$ cat src/rtl/khr_pkg.sv
// ----------------------------------------------------------------------------
// khr_pkg: shared types and helpers for k-hop reachability with exclusion
// Item and result layouts, command classes, the sequencer state type and the
// bit-set helpers (one-hop expansion, population count, hop saturation).
// ----------------------------------------------------------------------------
`default_nettype none

package khr_pkg;

  localparam int unsigned NODES       = 16;
  localparam int unsigned HOP_LIMIT   = 63;
  localparam int unsigned ID_W        = 4;
  localparam int unsigned HOP_W       = 6;
  localparam int unsigned CNT_W       = 5;
  localparam int unsigned QUEUE_DEPTH = 2;

  typedef enum logic {
    CMD_WRITE = 1'b0,
    CMD_QUERY = 1'b1
  } khr_cmd_e;

  typedef enum logic {
    ST_IDLE,
    ST_WALK
  } khr_state_e;

  typedef struct packed {
    logic             command;
    logic [ID_W-1:0]  row_index;
    logic [NODES-1:0] row_bits;
    logic [ID_W-1:0]  source_node;
    logic [ID_W-1:0]  avoid_node;
    logic [HOP_W-1:0] source_hops;
    logic [HOP_W-1:0] avoid_hops;
  } khr_in_t;

  typedef struct packed {
    logic [NODES-1:0] result_set;
    logic [CNT_W-1:0] member_count;
  } khr_out_t;

  // Classified entry passed from the front queue to the back sequencer
  typedef struct packed {
    khr_cmd_e         kind;
    logic [ID_W-1:0]  row_index;
    logic [NODES-1:0] row_bits;
    logic [ID_W-1:0]  source_node;
    logic [ID_W-1:0]  avoid_node;
    logic [HOP_W-1:0] source_hops;
    logic [HOP_W-1:0] avoid_hops;
  } khr_entry_t;

  typedef logic [NODES-1:0][NODES-1:0] khr_adj_t;

  // One hop: union of the rows of every node in the set
  function automatic logic [NODES-1:0] expand(logic [NODES-1:0] set, khr_adj_t adj);
    logic [NODES-1:0] next;
    next = '0;
    for (int i = 0; i < NODES; i++) begin
      if (set[i]) begin
        next = next | adj[i];
      end
    end
    return next;
  endfunction

  function automatic logic [CNT_W-1:0] popcount(logic [NODES-1:0] v);
    logic [CNT_W-1:0] cnt;
    cnt = '0;
    for (int i = 0; i < NODES; i++) begin
      cnt = cnt + CNT_W'(v[i]);
    end
    return cnt;
  endfunction

  function automatic logic [HOP_W-1:0] sat_hops(logic [HOP_W-1:0] h);
    logic [HOP_W-1:0] lim;
    lim = HOP_W'(HOP_LIMIT);
    return (h > lim) ? lim : h;
  endfunction

endpackage

`default_nettype wire

$ cat src/rtl/khr_front.sv
// ----------------------------------------------------------------------------
// khr_front: input queue
// Accepts items, classifies them into row writes and queries, saturates hop
// limits and holds them in a short queue until the back sequencer takes them.
// ----------------------------------------------------------------------------
`default_nettype none

module khr_front #(
  parameter int unsigned Depth = khr_pkg::QUEUE_DEPTH
) (
  input  wire                 clk_i,
  input  wire                 rst_ni,
  input  wire                 push,
  output logic                full,
  input  khr_pkg::khr_in_t    in_item_i,
  output logic                q_valid_o,
  output khr_pkg::khr_entry_t q_entry_o,
  input  wire                 q_take_i
);
  import khr_pkg::*;

  localparam int unsigned PtrW = (Depth > 1) ? $clog2(Depth) : 1;
  localparam int unsigned CntW = $clog2(Depth + 1);

  khr_entry_t            slots_q [Depth];
  logic [PtrW-1:0]       wr_ptr_q, wr_ptr_d;
  logic [PtrW-1:0]       rd_ptr_q, rd_ptr_d;
  logic [CntW-1:0]       count_q, count_d;
  logic                  do_push;
  logic                  do_pop;
  khr_entry_t            entry;

  // Classify the incoming item
  always_comb begin
    entry.kind        = khr_cmd_e'(in_item_i.command);
    entry.row_index   = in_item_i.row_index;
    entry.row_bits    = in_item_i.row_bits;
    entry.source_node = in_item_i.source_node;
    entry.avoid_node  = in_item_i.avoid_node;
    entry.source_hops = sat_hops(in_item_i.source_hops);
    entry.avoid_hops  = sat_hops(in_item_i.avoid_hops);
  end

  assign full      = (count_q == CntW'(Depth));
  assign q_valid_o = (count_q != '0);
  assign q_entry_o = slots_q[rd_ptr_q];
  assign do_push   = push && !full;
  assign do_pop    = q_take_i && q_valid_o;

  // Advance pointers with wrap at the queue depth
  always_comb begin
    wr_ptr_d = wr_ptr_q;
    rd_ptr_d = rd_ptr_q;
    count_d  = count_q;
    if (do_push) begin
      wr_ptr_d = (wr_ptr_q == PtrW'(Depth - 1)) ? '0 : wr_ptr_q + PtrW'(1);
    end
    if (do_pop) begin
      rd_ptr_d = (rd_ptr_q == PtrW'(Depth - 1)) ? '0 : rd_ptr_q + PtrW'(1);
    end
    if (do_push && !do_pop) begin
      count_d = count_q + CntW'(1);
    end else if (do_pop && !do_push) begin
      count_d = count_q - CntW'(1);
    end
  end

  always_ff @(posedge clk_i or negedge rst_ni) begin
    if (!rst_ni) begin
      wr_ptr_q <= '0;
      rd_ptr_q <= '0;
      count_q  <= '0;
    end else begin
      wr_ptr_q <= wr_ptr_d;
      rd_ptr_q <= rd_ptr_d;
      count_q  <= count_d;
    end
  end

  // Store the classified entry
  always_ff @(posedge clk_i) begin
    if (do_push) begin
      slots_q[wr_ptr_q] <= entry;
    end
  end

endmodule

`default_nettype wire

$ cat src/rtl/khr_back.sv
// ----------------------------------------------------------------------------
// khr_back: adjacency store and walk sequencer
// Applies row writes, runs the source and avoid walks one hop per cycle in
// parallel and holds the finished result in an output register.
// ----------------------------------------------------------------------------
`default_nettype none

module khr_back (
  input  wire                 clk_i,
  input  wire                 rst_ni,
  input  wire                 q_valid_i,
  input  khr_pkg::khr_entry_t q_entry_i,
  output logic                q_take_o,
  output logic                empty,
  input  wire                 pop,
  output khr_pkg::khr_out_t   out_item_o
);
  import khr_pkg::*;

  khr_state_e       state_q, state_d;
  khr_adj_t         adj_q;
  logic [NODES-1:0] src_front_q, src_reach_q;
  logic [NODES-1:0] avd_front_q, avd_reach_q, avd_bit_q;
  logic [HOP_W-1:0] src_left_q, avd_left_q;
  logic             out_valid_q;
  khr_out_t         out_q;

  logic [NODES-1:0] src_next, avd_next, result;
  logic             walk_done, slot_free;
  logic             do_write, do_start, do_step, do_emit;

  assign src_next  = expand(src_front_q, adj_q);
  assign avd_next  = expand(avd_front_q, adj_q);
  assign walk_done = (src_left_q == '0) && (avd_left_q == '0);
  assign slot_free = !out_valid_q || pop;
  assign result    = src_reach_q & ~(avd_reach_q | avd_bit_q);

  // Next state
  always_comb begin
    state_d = state_q;
    unique case (state_q)
      ST_IDLE: begin
        if (q_valid_i && (q_entry_i.kind == CMD_QUERY)) begin
          state_d = ST_WALK;
        end
      end
      ST_WALK: begin
        if (walk_done && slot_free) begin
          state_d = ST_IDLE;
        end
      end
      default: state_d = ST_IDLE;
    endcase
  end

  // Sequencer controls
  always_comb begin
    q_take_o = 1'b0;
    do_step  = 1'b0;
    do_emit  = 1'b0;
    unique case (state_q)
      ST_IDLE: q_take_o = q_valid_i;
      ST_WALK: begin
        do_step = !walk_done;
        do_emit = walk_done && slot_free;
      end
      default: ;
    endcase
  end

  assign do_write = q_take_o && (q_entry_i.kind == CMD_WRITE);
  assign do_start = q_take_o && (q_entry_i.kind == CMD_QUERY);

  // Control state, adjacency and output flag
  always_ff @(posedge clk_i or negedge rst_ni) begin
    if (!rst_ni) begin
      state_q     <= ST_IDLE;
      out_valid_q <= 1'b0;
      adj_q       <= '0;
    end else begin
      state_q <= state_d;
      if (do_emit) begin
        out_valid_q <= 1'b1;
      end else if (pop) begin
        out_valid_q <= 1'b0;
      end
      if (do_write) begin
        adj_q[q_entry_i.row_index] <= q_entry_i.row_bits;
      end
    end
  end

  // Load and advance both walks
  always_ff @(posedge clk_i) begin
    if (do_start) begin
      src_front_q <= NODES'(1) << q_entry_i.source_node;
      src_reach_q <= '0;
      src_left_q  <= q_entry_i.source_hops;
      avd_front_q <= NODES'(1) << q_entry_i.avoid_node;
      avd_bit_q   <= NODES'(1) << q_entry_i.avoid_node;
      avd_reach_q <= '0;
      avd_left_q  <= q_entry_i.avoid_hops;
    end else if (do_step) begin
      if (src_left_q != '0) begin
        src_front_q <= src_next;
        src_reach_q <= src_reach_q | src_next;
        src_left_q  <= src_left_q - HOP_W'(1);
      end
      if (avd_left_q != '0) begin
        avd_front_q <= avd_next;
        avd_reach_q <= avd_reach_q | avd_next;
        avd_left_q  <= avd_left_q - HOP_W'(1);
      end
    end
  end

  // Hold the finished result
  always_ff @(posedge clk_i) begin
    if (do_emit) begin
      out_q.result_set   <= result;
      out_q.member_count <= popcount(result);
    end
  end

  assign empty      = !out_valid_q;
  assign out_item_o = out_q;

endmodule

`default_nettype wire

$ cat src/rtl/k_hop_reach_with_exclusion.sv
// ----------------------------------------------------------------------------
// k_hop_reach_with_exclusion: k-hop neighborhood reachability with exclusion
// Loads a 16x16 adjacency matrix row by row and answers queries with the set
// of nodes within source_hops of the source, minus the avoid node and all
// nodes within avoid_hops of it, plus the member count.
// ----------------------------------------------------------------------------
//
//   channel   direction  handshake          payload
//   --------  ---------  -----------------  ------------------------------
//   items     in         push / full        in_item_i  (command, row, query)
//   results   out        empty / pop        out_item_o (set, count)
//
// A row write is applied by the sequencer and gives no result.
// A query loads both walks, then the walk loop does one hop of both walks
// per cycle against the register-held matrix, then registers the result.
// Reset clears the matrix (no edges), the queue and the output valid flag.
// The input queue keeps accepting while a query walks or a result waits;
// a waiting result only holds the sequencer when the next query finishes.
//
`default_nettype none

module k_hop_reach_with_exclusion #(
  parameter int unsigned QueueDepth = khr_pkg::QUEUE_DEPTH
) (
  input  wire               clk_i,
  input  wire               rst_ni,
  input  wire               push,
  output logic              full,
  input  khr_pkg::khr_in_t  in_item_i,
  output logic              empty,
  input  wire               pop,
  output khr_pkg::khr_out_t out_item_o
);
  import khr_pkg::*;

  logic       q_valid;
  logic       q_take;
  khr_entry_t q_entry;

  khr_front #(
    .Depth(QueueDepth)
  ) u_front (
    .clk_i     (clk_i),
    .rst_ni    (rst_ni),
    .push      (push),
    .full      (full),
    .in_item_i (in_item_i),
    .q_valid_o (q_valid),
    .q_entry_o (q_entry),
    .q_take_i  (q_take)
  );

  khr_back u_back (
    .clk_i      (clk_i),
    .rst_ni     (rst_ni),
    .q_valid_i  (q_valid),
    .q_entry_i  (q_entry),
    .q_take_o   (q_take),
    .empty      (empty),
    .pop        (pop),
    .out_item_o (out_item_o)
  );

  // Sequencer only takes entries the queue offers
  a_take_valid: assert property (@(posedge clk_i) disable iff (!rst_ni)
    q_take |-> q_valid)
    else $error("sequencer took from an empty queue");

  // A full queue always offers an entry to the sequencer
  a_full_offers: assert property (@(posedge clk_i) disable iff (!rst_ni)
    full |-> q_valid)
    else $error("queue full without an entry on offer");

  // Count matches the set it describes
  a_count_match: assert property (@(posedge clk_i) disable iff (!rst_ni)
    !empty |-> (out_item_o.member_count == CNT_W'($countones(out_item_o.result_set))))
    else $error("member count disagrees with result set");

  // A row write never produces a result
  a_write_silent: assert property (@(posedge clk_i) disable iff (!rst_ni)
    (q_take && (q_entry.kind == CMD_WRITE) && empty) |=> empty)
    else $error("row write produced a result");

endmodule

`default_nettype wire
$ cat config.mk
export PLATFORM = sky130hd
export DESIGN_NAME = k_hop_reach_with_exclusion
export DESIGN_NICKNAME = d
export VERILOG_FILES = /design/src/rtl/khr_pkg.sv /design/src/rtl/khr_front.sv /design/src/rtl/khr_back.sv /design/src/rtl/k_hop_reach_with_exclusion.sv
export SDC_FILE = /design/constraint.sdc
export NUM_CORES = 1
export LEC_CHECK = 0
export BUFFER_PORTS_ARGS = -buffer_cell sky130_fd_sc_hd__buf_2
export CAP_MARGIN = 20
export CORE_AREA = 10 10 206 208
export CTS_CLUSTER_DIAMETER = 60
export DETAILED_ROUTE_END_ITERATION = 16
export DIE_AREA = 0 0 216 218
export GPL_ROUTABILITY_DRIVEN = 0
export GPL_TIMING_DRIVEN = 0
export PLACE_DENSITY_LB_ADDON = 0.15
export SYNTH_ARGS = -nofsm -noshare
export SYNTH_HDL_FRONTEND = slang
export SYNTH_SLANG_ARGS = --single-unit
export TNS_END_PERCENT = 50
$ cat constraint.sdc
create_clock -name clk_i -period 5.2 [get_ports clk_i]
set_input_delay 0.52 -clock clk_i [delete_from_list [all_inputs] [get_ports clk_i]]
set_output_delay 0.52 -clock clk_i [all_outputs]
set_load 0.005 [all_outputs]
==> results of run 1 <==
==> cell usage in the layout (no fill, tap or decap), types with 4 or more instances in the layout <==
master,instances
nand2b_1,12
buf_1,6
a21oi_1,45
a32oi_1,4
clkbuf_16,51
a22oi_1,6
nand2_1,61
a22o_1,130
dfrtp_1,262
mux2_2,272
bufinv_16,4
o22ai_1,17
nand3b_1,5
clkbuf_1,118
nor2b_1,16
nor3_1,5
a211oi_1,9
buf_6,12
ha_1,9
inv_1,35
dfxtp_1,32
xnor2_1,5
and4_1,32
nor2_2,9
buf_8,4
edfxtp_1,163
buf_4,9
clkinv_2,9
fa_1,10
nor2_1,43
xor2_1,9
clkbuf_8,8
buf_2,63
nand3_1,7
nor3b_1,9
o21ai_0,35
a221oi_1,128
a32o_1,4
==> through the flow <==
step | cells | setup WS, ns | total power [mW] | instance area (um2) | hold slack [ns]
finish | 2228 | 0.623 | 13.6 | 23500 | 0.105
global route | 2228 | 0.416 | 14.0 | 23500 | 0.100
CTS | 2228 | 0.648 | 13.4 | 23500 | 0.0914
detailed placement | 2138 | 0.671 | 9.85 | 21900 | 0.436
global placement | 2131 | -1.09 | 9.71 | 21700 | 0.433
floorplan | 1558 | 1.10 | 7.79 | 20800 | 0.224
==> power groups by stage <==
stage / logic (mW) / clock network [mW] / registers (mW)
floorplan: 2.72 / 0 / 5.06
global placement: 4.49 / 0 / 5.22
detailed placement: 4.61 / 0 / 5.24
CTS: 4.62 / 3.55 / 5.19
global route: 5.01 / 3.72 / 5.28
finish: 4.86 / 3.52 / 5.22
==> path summary, 6_finish.rpt <==
| path | slack, ns | startpoint | endpoint |
|---|---|---|---|
| worst max register to register | 0.62 | u_back.avd_bit_q[1] | u_back.out_item_o[4] |
| worst max-delay path | 0.62 | u_back.avd_bit_q[1] | u_back.out_item_o[4] |
| max in group asynchronous | 3.82 | rst_ni | u_back.adj_q[180] |
| worst min register to register | 0.45 | u_back.src_reach_q[1] | u_back.src_reach_q[1] |
| min in group asynchronous | 0.45 | rst_ni | u_back.adj_q[237] |
| worst min-delay path | 0.11 | in_item_i[25] | u_front.slots_q[1][25] |
==> routing by layer <==
layer / part of all wire (%) / up-vias / GRT usage, %
li1: - / 6252 / -
met1: 38 / 7514 / 34.7
met2: 45 / 1019 / 43.5
met3: 12 / 257 / 9.00
met4: 5.2 / 2 / 13.8
met5: 0.019 / - / 0
==> sequential cells by signal (all words and copies together), names as in the netlist <==
register	cells
u_back.adj_q	256
u_back.avd_bit_q	16
u_back.avd_front_q	16
u_back.avd_left_q	6
u_back.avd_reach_q	16
u_back.out_item_o	21
u_back.out_valid_q	1
u_back.src_front_q	16
u_back.src_left_q	6
u_back.src_reach_q	16
u_back.state_q	1
u_front.count_q	2
u_front.rd_ptr_q	1
u_front.slots_q	82
u_front.wr_ptr_q	1
==> synth_stat cells (all sizes together) (6+ instances only) <==
master  number
nor2        53
ha           9
clkbuf     108
a22oi        6
nand3        7
dfxtp       32
dfrtp      262
and4        32
a21oi       45
mux2       273
edfxtp     163
fa          10
a211oi      10
o22ai       17
a221oi     128
buf         36
xor2         9
nand2b      12
inv         35
o21ai       38
a22o       130
nor2b       16
nor3b       10
nand2       62
==> final cells by class <==
type / instances / area share, %
sequential: 457 / 51.4
multi-input combinational: 922 / 33.5
buffer: 144 / 2.99
tap: 518 / 2.76
clock inverter: 19 / 0.894
inverter: 35 / 0.559
clock buffer: 70 / 6.03
timing repair buffer: 63 / 1.79
==> critical path: cells and delay by family (launching register included) <==
kind,cells,cell delay [ns]
fa+ha+maj,7,3.13
simple gates,2,0.39
flops,1,0.37
buf+inv,4,0.28
compound gates,1,0.16
==> kinds of logic after synthesis <==
kind of cell | Yosys count | share of synthesized area, %
flip-flops | 457 | 58.1
AO/OA/AOI/OAI | 399 | 15.0
multiplexers | 277 | 15.1
AND/OR/NAND/NOR | 213 | 5.66
buffers and inverters | 179 | 4.01
adder cells (fa/ha/maj) | 19 | 1.50
XOR/XNOR | 14 | 0.590
==> repair_timing <==
action	in CTS	in global routing
setup buffers	0	0
setup endpoints to repair	0	0
hold endpoints to repair	49	0
hold buffers	1	0
==> implementation parameters, run 1 <==
Parameter                              Value

Status
  Run status ... completed

GRT
  Via count of the first global-routing pass ... 15,200
  Gr usage total ... 27.9%
  Global-route wire length before repair ... 97,900 um
  Congestion Overflow GR ... 0
  Number of antenna violations at the first check in global routing ... 1
  Pin count of the biggest net entering global routing ... 119

Synthesis
  Dominant synthesized flop cell ... dfrtp_1
  Number of distinct standard cells referenced by the synthesized netlist ... 59
  Proportion of netlist area held by the largest area contributor ... 31.5%
  Number of nets in the synthesized netlist ... 1,622
  Top cells by area, synth ... dfrtp_1, edfxtp_1, mux2_2
  Syn avg cell area ... 13.3 um2
  Async set-reset flop share out of synthesis ... 57.3%
  Cell area after technology mapping ... 20,800 um2
  Register area share after synthesis ... 58.1%
  Number of flops mapped to enable cells by yosys ... 163
  Post-synthesis cell count ... 1,558
  Yosys synthesis warning count ... 0
  Largest area contributor in the synthesized netlist ... dfrtp_1
  Number of synthesized register bits ... 457

Critical path
  Setup Crit Path Kind ... reg2reg
  Startpoint class of the critical path ... flip-flop
  Master of the slowest instance on the critical path ... fa_1
  Crit end category ... flip-flop
  Endpoint arrival time on the critical path ... 4.90 ns
  Crit path largest cell delay ... 0.53 ns
  Chain of cells forming the critical path ... nor3b_1 > ha_1 > inv_1 > fa_1 > inv_1 > fa_1 > fa_1 > inv_1 > fa_1 > inv_1 > fa_1 > fa_1 > a21oi_1 > nor2b_1
  Most frequent CP cell ... fa_1
  Largest fanout on the critical path ... 2
  Cell depth of the worst flop-to-flop path ... 14
  Required @ worst endpoint ... 5.53 ns

STA
  Number of max-slew violations in the final report ... 0
  Final setup violation count ... 0
  RSZ-0062 raised after global routing ... false
  Setup TNS ... 0 ns
  Maximum clock frequency ... 219 MHz
  Worst rel slew slack ... 27.5%
  Final period demand of the worst path ... 4.58 ns
  Post-route fraction of the period consumed by the critical path ... 88.0%
  Count of final hold-check violations ... 0
  Worst clock skew on the final layout ... 0.0313 ns
  Worst-Margin Slew ... 1.09 ns

Pwr
  Power density cells ... 579 nW/um2
  Leakage ... 10.1 nW
  Switching power ... 5.35 mW
  Internal power consumption ... 8.24 mW
  Share of total power in the clock network ... 25.9%
  Sequential share of power ... 38.4%
  Combinational power share ... 35.7%
  Worst ir drop on vdd ... 0.351 mV
  Switching power as a share of total power ... 39.4%

Final layout
  Post-layout net count ... 1,735
  Multi-input logic area ... 7890 um2
  Number of antenna cells inserted ... 0
  Proportion of layout cells with a drive suffix above 1 ... 27.3%
  Sequential cell area in the final layout ... 12,100 um2
  Final core occ ... 61.4%
  Layout fillers ... 3,029
  Relative area change from synthesis to final layout ... 13.0%

Clocking
  Sink count of the clock tree ... 457
  Number of buffers created by CTS ... 48
  Clock tree from TritonCTS ... yes
  Clock-pin slew reported for the worst setup and hold paths after clock tree synthesis ... 0.07 ns
  CTS resizes ... 0
  Root buffer selected by CTS ... clkbuf_16
  Buffer levels on the longest clock path ... 3
  H-tree levels ... 2
  Skew-Pair Late Insertion Delay ... 0.60 ns

Floorplanning
  IO Count ... 68
  Area of the core ... 38,300 um2
  Height of the die ... 218 um
  Starting density of the core ... 54.3%
  Die X ... 216 um
  Number of placement rows ... 72
  Die ar. ... 47,100 um2

Place
  I/O Buffers ... 55
  Detail Placement HPWL ... 44,900 um

Job
  Max-cap check violation count ... 0

Route
  Routed vias/inst ... 6.75
  Count of TritonRoute iterations in the first routing pass ... 8
  Routed wire length per instance ... 29.9 um
  DR iter-0 viols ... 1,994
  Remaining routing DRC violations ... 0
  Count of antenna-violating nets left after detailed routing ... 0
  Total vias in the final route ... 15,000
  Final routed wirelength across all metal layers ... 66,700 um

Worst hold path
  Number of cells on the worst hold path ... 1
  HP Class ... in2reg
Note: power is estimated with default switching activity, not from simulation.
==> run 2: changes to the inputs <==
--- a/config.mk
+++ b/config.mk
@@ -7,10 +7,10 @@
 export LEC_CHECK = 0
 export BUFFER_PORTS_ARGS = -buffer_cell sky130_fd_sc_hd__buf_2
 export CAP_MARGIN = 20
-export CORE_AREA = 10 10 206 208
+export CORE_AREA = 10 10 170 252
 export CTS_CLUSTER_DIAMETER = 60
 export DETAILED_ROUTE_END_ITERATION = 16
-export DIE_AREA = 0 0 216 218
+export DIE_AREA = 0 0 180 262
 export GPL_ROUTABILITY_DRIVEN = 0
 export GPL_TIMING_DRIVEN = 0
 export PLACE_DENSITY_LB_ADDON = 0.15
==> run 2 against run 1 <==
First-iteration DRC count is 20% higher. Routed wire length is 5.7% higher. Flip-flop and latch count unchanged. Design area is 1.1% lower. Critical endpoint unchanged. Hold slack improved by 0.024 ns. Critical path depth did not move. Critical path type unchanged. Register-to-register slack improved by 0.05 ns.
==> implementation parameters, run 2 (synthesis results as in run 1) <==
Parameter                              Value

Clocking
  H-tree levels ... 2 (unchanged)
  Clock tree from TritonCTS ... yes
  Root buffer selected by CTS ... clkbuf_16
  Clock-pin slew reported for the worst setup and hold paths after clock tree synthesis ... 0.07 ns (about the same)
  Skew-Pair Late Insertion Delay ... 0.58 ns (-0.02 ns)
  Buffer levels on the longest clock path ... 3 (unchanged)
  Cts-stage hold buffer count ... 1 (unchanged)
  Buffer count from post-CTS setup fixing ... 0 (unchanged)
  Number of buffers created by CTS ... 43 (-10%)
  Sink count of the clock tree ... 457 (unchanged)
  CTS resizes ... 0 (unchanged)

GRT
  Congestion Overflow GR ... 0 (unchanged)
  Gr usage total ... 29.2% (+1.2 points)
  Via count of the first global-routing pass ... 15,400 (+1.2%)
  Number of antenna violations at the first check in global routing ... 1 (unchanged)
  Global-route wire length before repair ... 102,000 um (+4.1%)
  Pin count of the biggest net entering global routing ... 119 (unchanged)

Place
  I/O Buffers ... 55 (unchanged)
  Detail Placement HPWL ... 47,600 um (+6.1%)
  Worst slack at placement ... 0.757 ns (+0.0855 ns)

STA
  Worst rel slew slack ... 20.7% (-6.9 points)
  Final setup violation count ... 0 (unchanged)
  Post-route fraction of the period consumed by the critical path ... 87.1% (-0.94 points)
  Count of final hold-check violations ... 0 (unchanged)
  Final period demand of the worst path ... 4.53 ns (-0.0491 ns)
  Number of max-slew violations in the final report ... 0 (unchanged)
  Maximum clock frequency ... 221 MHz (+1.1%)
  Worst clock skew on the final layout ... 0.0235 ns (-0.00782 ns)
  Final critical-path setup slack ... 0.673 ns (+0.0491 ns)
  Final Hold Slack ... 0.130 ns (+0.0244 ns)
  Worst-Margin Slew ... 1.19 ns (+0.103 ns)
  RSZ-0062 raised after global routing ... false

Critical path
  Dominant delay contributor by cell family on the critical path ... adder cells
  Master of the slowest instance on the critical path ... fa_1
  Largest fanout on the critical path ... 2 (unchanged)
  Startpoint class of the critical path ... flip-flop
  Most frequent CP cell ... fa_1
  Buf+Inv Stages, Crit Path ... 4 (unchanged)
  Endpoint arrival time on the critical path ... 4.85 ns (-0.05 ns)
  Setup Crit Path Kind ... reg2reg
  Required @ worst endpoint ... 5.52 ns (about the same)
  Chain of cells forming the critical path ... nor3b_1 > ha_1 > inv_1 > fa_1 > inv_1 > fa_1 > fa_1 > inv_1 > fa_1 > inv_1 > fa_1 > fa_1 > a21oi_1 > nor2b_1
  Crit path largest cell delay ... 0.49 ns (-0.04 ns)
  Crit end category ... flip-flop

Pwr
  Worst ir drop on vdd ... 0.383 mV (+9.2%)
  Power density cells ... 576 nW/um2 (-0.45%)
  Post-layout power ... 13.4 mW (-1.6%)
  Leakage ... 9.92 nW (-1.3%)

Final layout
  Layout fillers ... 2,977 (-1.7%)
  Register with the highest flop count ... u_back.adj_q
  Flip-flop count of the largest register after layout ... 256 (unchanged)
  Relative area change from synthesis to final layout ... 11.8%
  Proportion of layout cells with a drive suffix above 1 ... 26.9% (-0.32 points)
  Most common library cell in the layout ignoring fill and taps ... mux2_2
  Commonest cells after routing, fill and taps aside ... mux2_2, dfrtp_1, edfxtp_1
  Post-layout net count ... 1,730 (-0.29%)

Floorplanning
  Height of the die ... 262 um (+20%)
  Area of the core ... 38,200 um2 (-0.21%)
  IO Count ... 68 (unchanged)
  Die ar. ... 47,200 um2 (+0.15%)
  Die X ... 180 um (-17%)
  Number of placement rows ... 88 (+22%)
  Starting density of the core ... 54.4% (+0.11 points)

Route
  Routed wire length per instance ... 32.1 um (+7.3%)
  Routed vias/inst ... 7.00 (+3.6%)
  DR iter-0 viols ... 2,400 (+20%)
  Final routed wirelength across all metal layers ... 70,500 um (+5.7%)
  Remaining routing DRC violations ... 0 (unchanged)
  Total vias in the final route ... 15,300 (+2.0%)
  Count of TritonRoute iterations in the first routing pass ... 8 (unchanged)
  Count of antenna-violating nets left after detailed routing ... 0 (unchanged)

Job
  Max-cap check violation count ... 0 (unchanged)

Status
  Run status ... completed

Worst hold path
  HP Class ... in2reg
==> run 2: cell count changes in the layout (fill, tap and decap cells not counted) <==
cell	previous run	this run
clkbuf_8	8	7
clkinv_4	0	2
clkinv_8	1	0
inv_6	0	3
clkbuf_16	51	43
clkinv_1	2	3
bufinv_16	4	3
inv_4	1	0
clkinvlp_4	2	4
diode_2	0	2
clkbuf_1	118	113
clkinv_2	9	5
==> run 2: worst paths after layout <==
| kind | slack [ns] | end | from | depth (start not counted) |
|---|---|---|---|---|
| max | 0.67 | u_back.out_item_o[4] | u_back.avd_bit_q[1] | 14 |
| min in group asynchronous | 0.42 | u_back.adj_q[219] | rst_ni | 2 |
| max in group asynchronous | 3.34 | u_back.adj_q[209] | rst_ni | 4 |
| min reg2reg | 0.45 | u_back.src_reach_q[11] | u_back.src_reach_q[11] | 2 |
| max reg2reg | 0.67 | u_back.out_item_o[4] | u_back.avd_bit_q[1] | 14 |
| min | 0.13 | u_front.slots_q[1][39] | in_item_i[39] | 1 |
==> run 2: through the flow <==
stage	instance area (um2)	setup TNS [ns]	util (%)	cells
after floorplan	20800	0	-	1558
after global placement	21700	-260.25	56.8	2108
after detailed placement	21800	0	57.2	2115
after CTS	23200	0	60.8	2192
after global routing	23200	0	60.8	2192
final	23200	0	60.8	2194
==> run 2: worst register-to-register path, delay by kind of cell (launching register included) <==
family                   cells  cell delay, ns
adder cells (fa/ha/maj)      7            3.06
flip-flops                   1            0.40
AND/OR/NAND/NOR              2            0.38
buffers and inverters        4            0.27
AO/OA/AOI/OAI                1            0.17
==> run 2: routing by layer <==
| metal | part of all wire [%] | routed length (um) | global-route usage, % | vias to the layer above |
|---|---|---|---|---|
| met2 | 47 | 33000 | 48.3 | 1074 |
| li1 | - | - | - | 6229 |
| met4 | 8.8 | 6180 | 21.1 | 2 |
| met3 | 10 | 7190 | 7.57 | 425 |
| met5 | 0.037 | 26 | 0.102 | - |
| met1 | 34 | 24100 | 32.3 | 7618 |
==> run 2: layout make-up <==
type,instances,area (um2),area share [%]
multi-input combinational,922,7890,33.9
timing repair buffer,63,420,1.81
buffer,144,702,3.02
clock buffer,56,1180,5.10
sequential,457,12100,52.0
antenna,2,5.00,0.0215
inverter,35,131,0.565
tap,495,619,2.67
clock inverter,20,200,0.861
==> run 2: power by group <==
part / switching [mW] / internal (mW)
clock network: 1.40 / 1.76
logic: 3.55 / 1.45
registers: 0.524 / 4.69
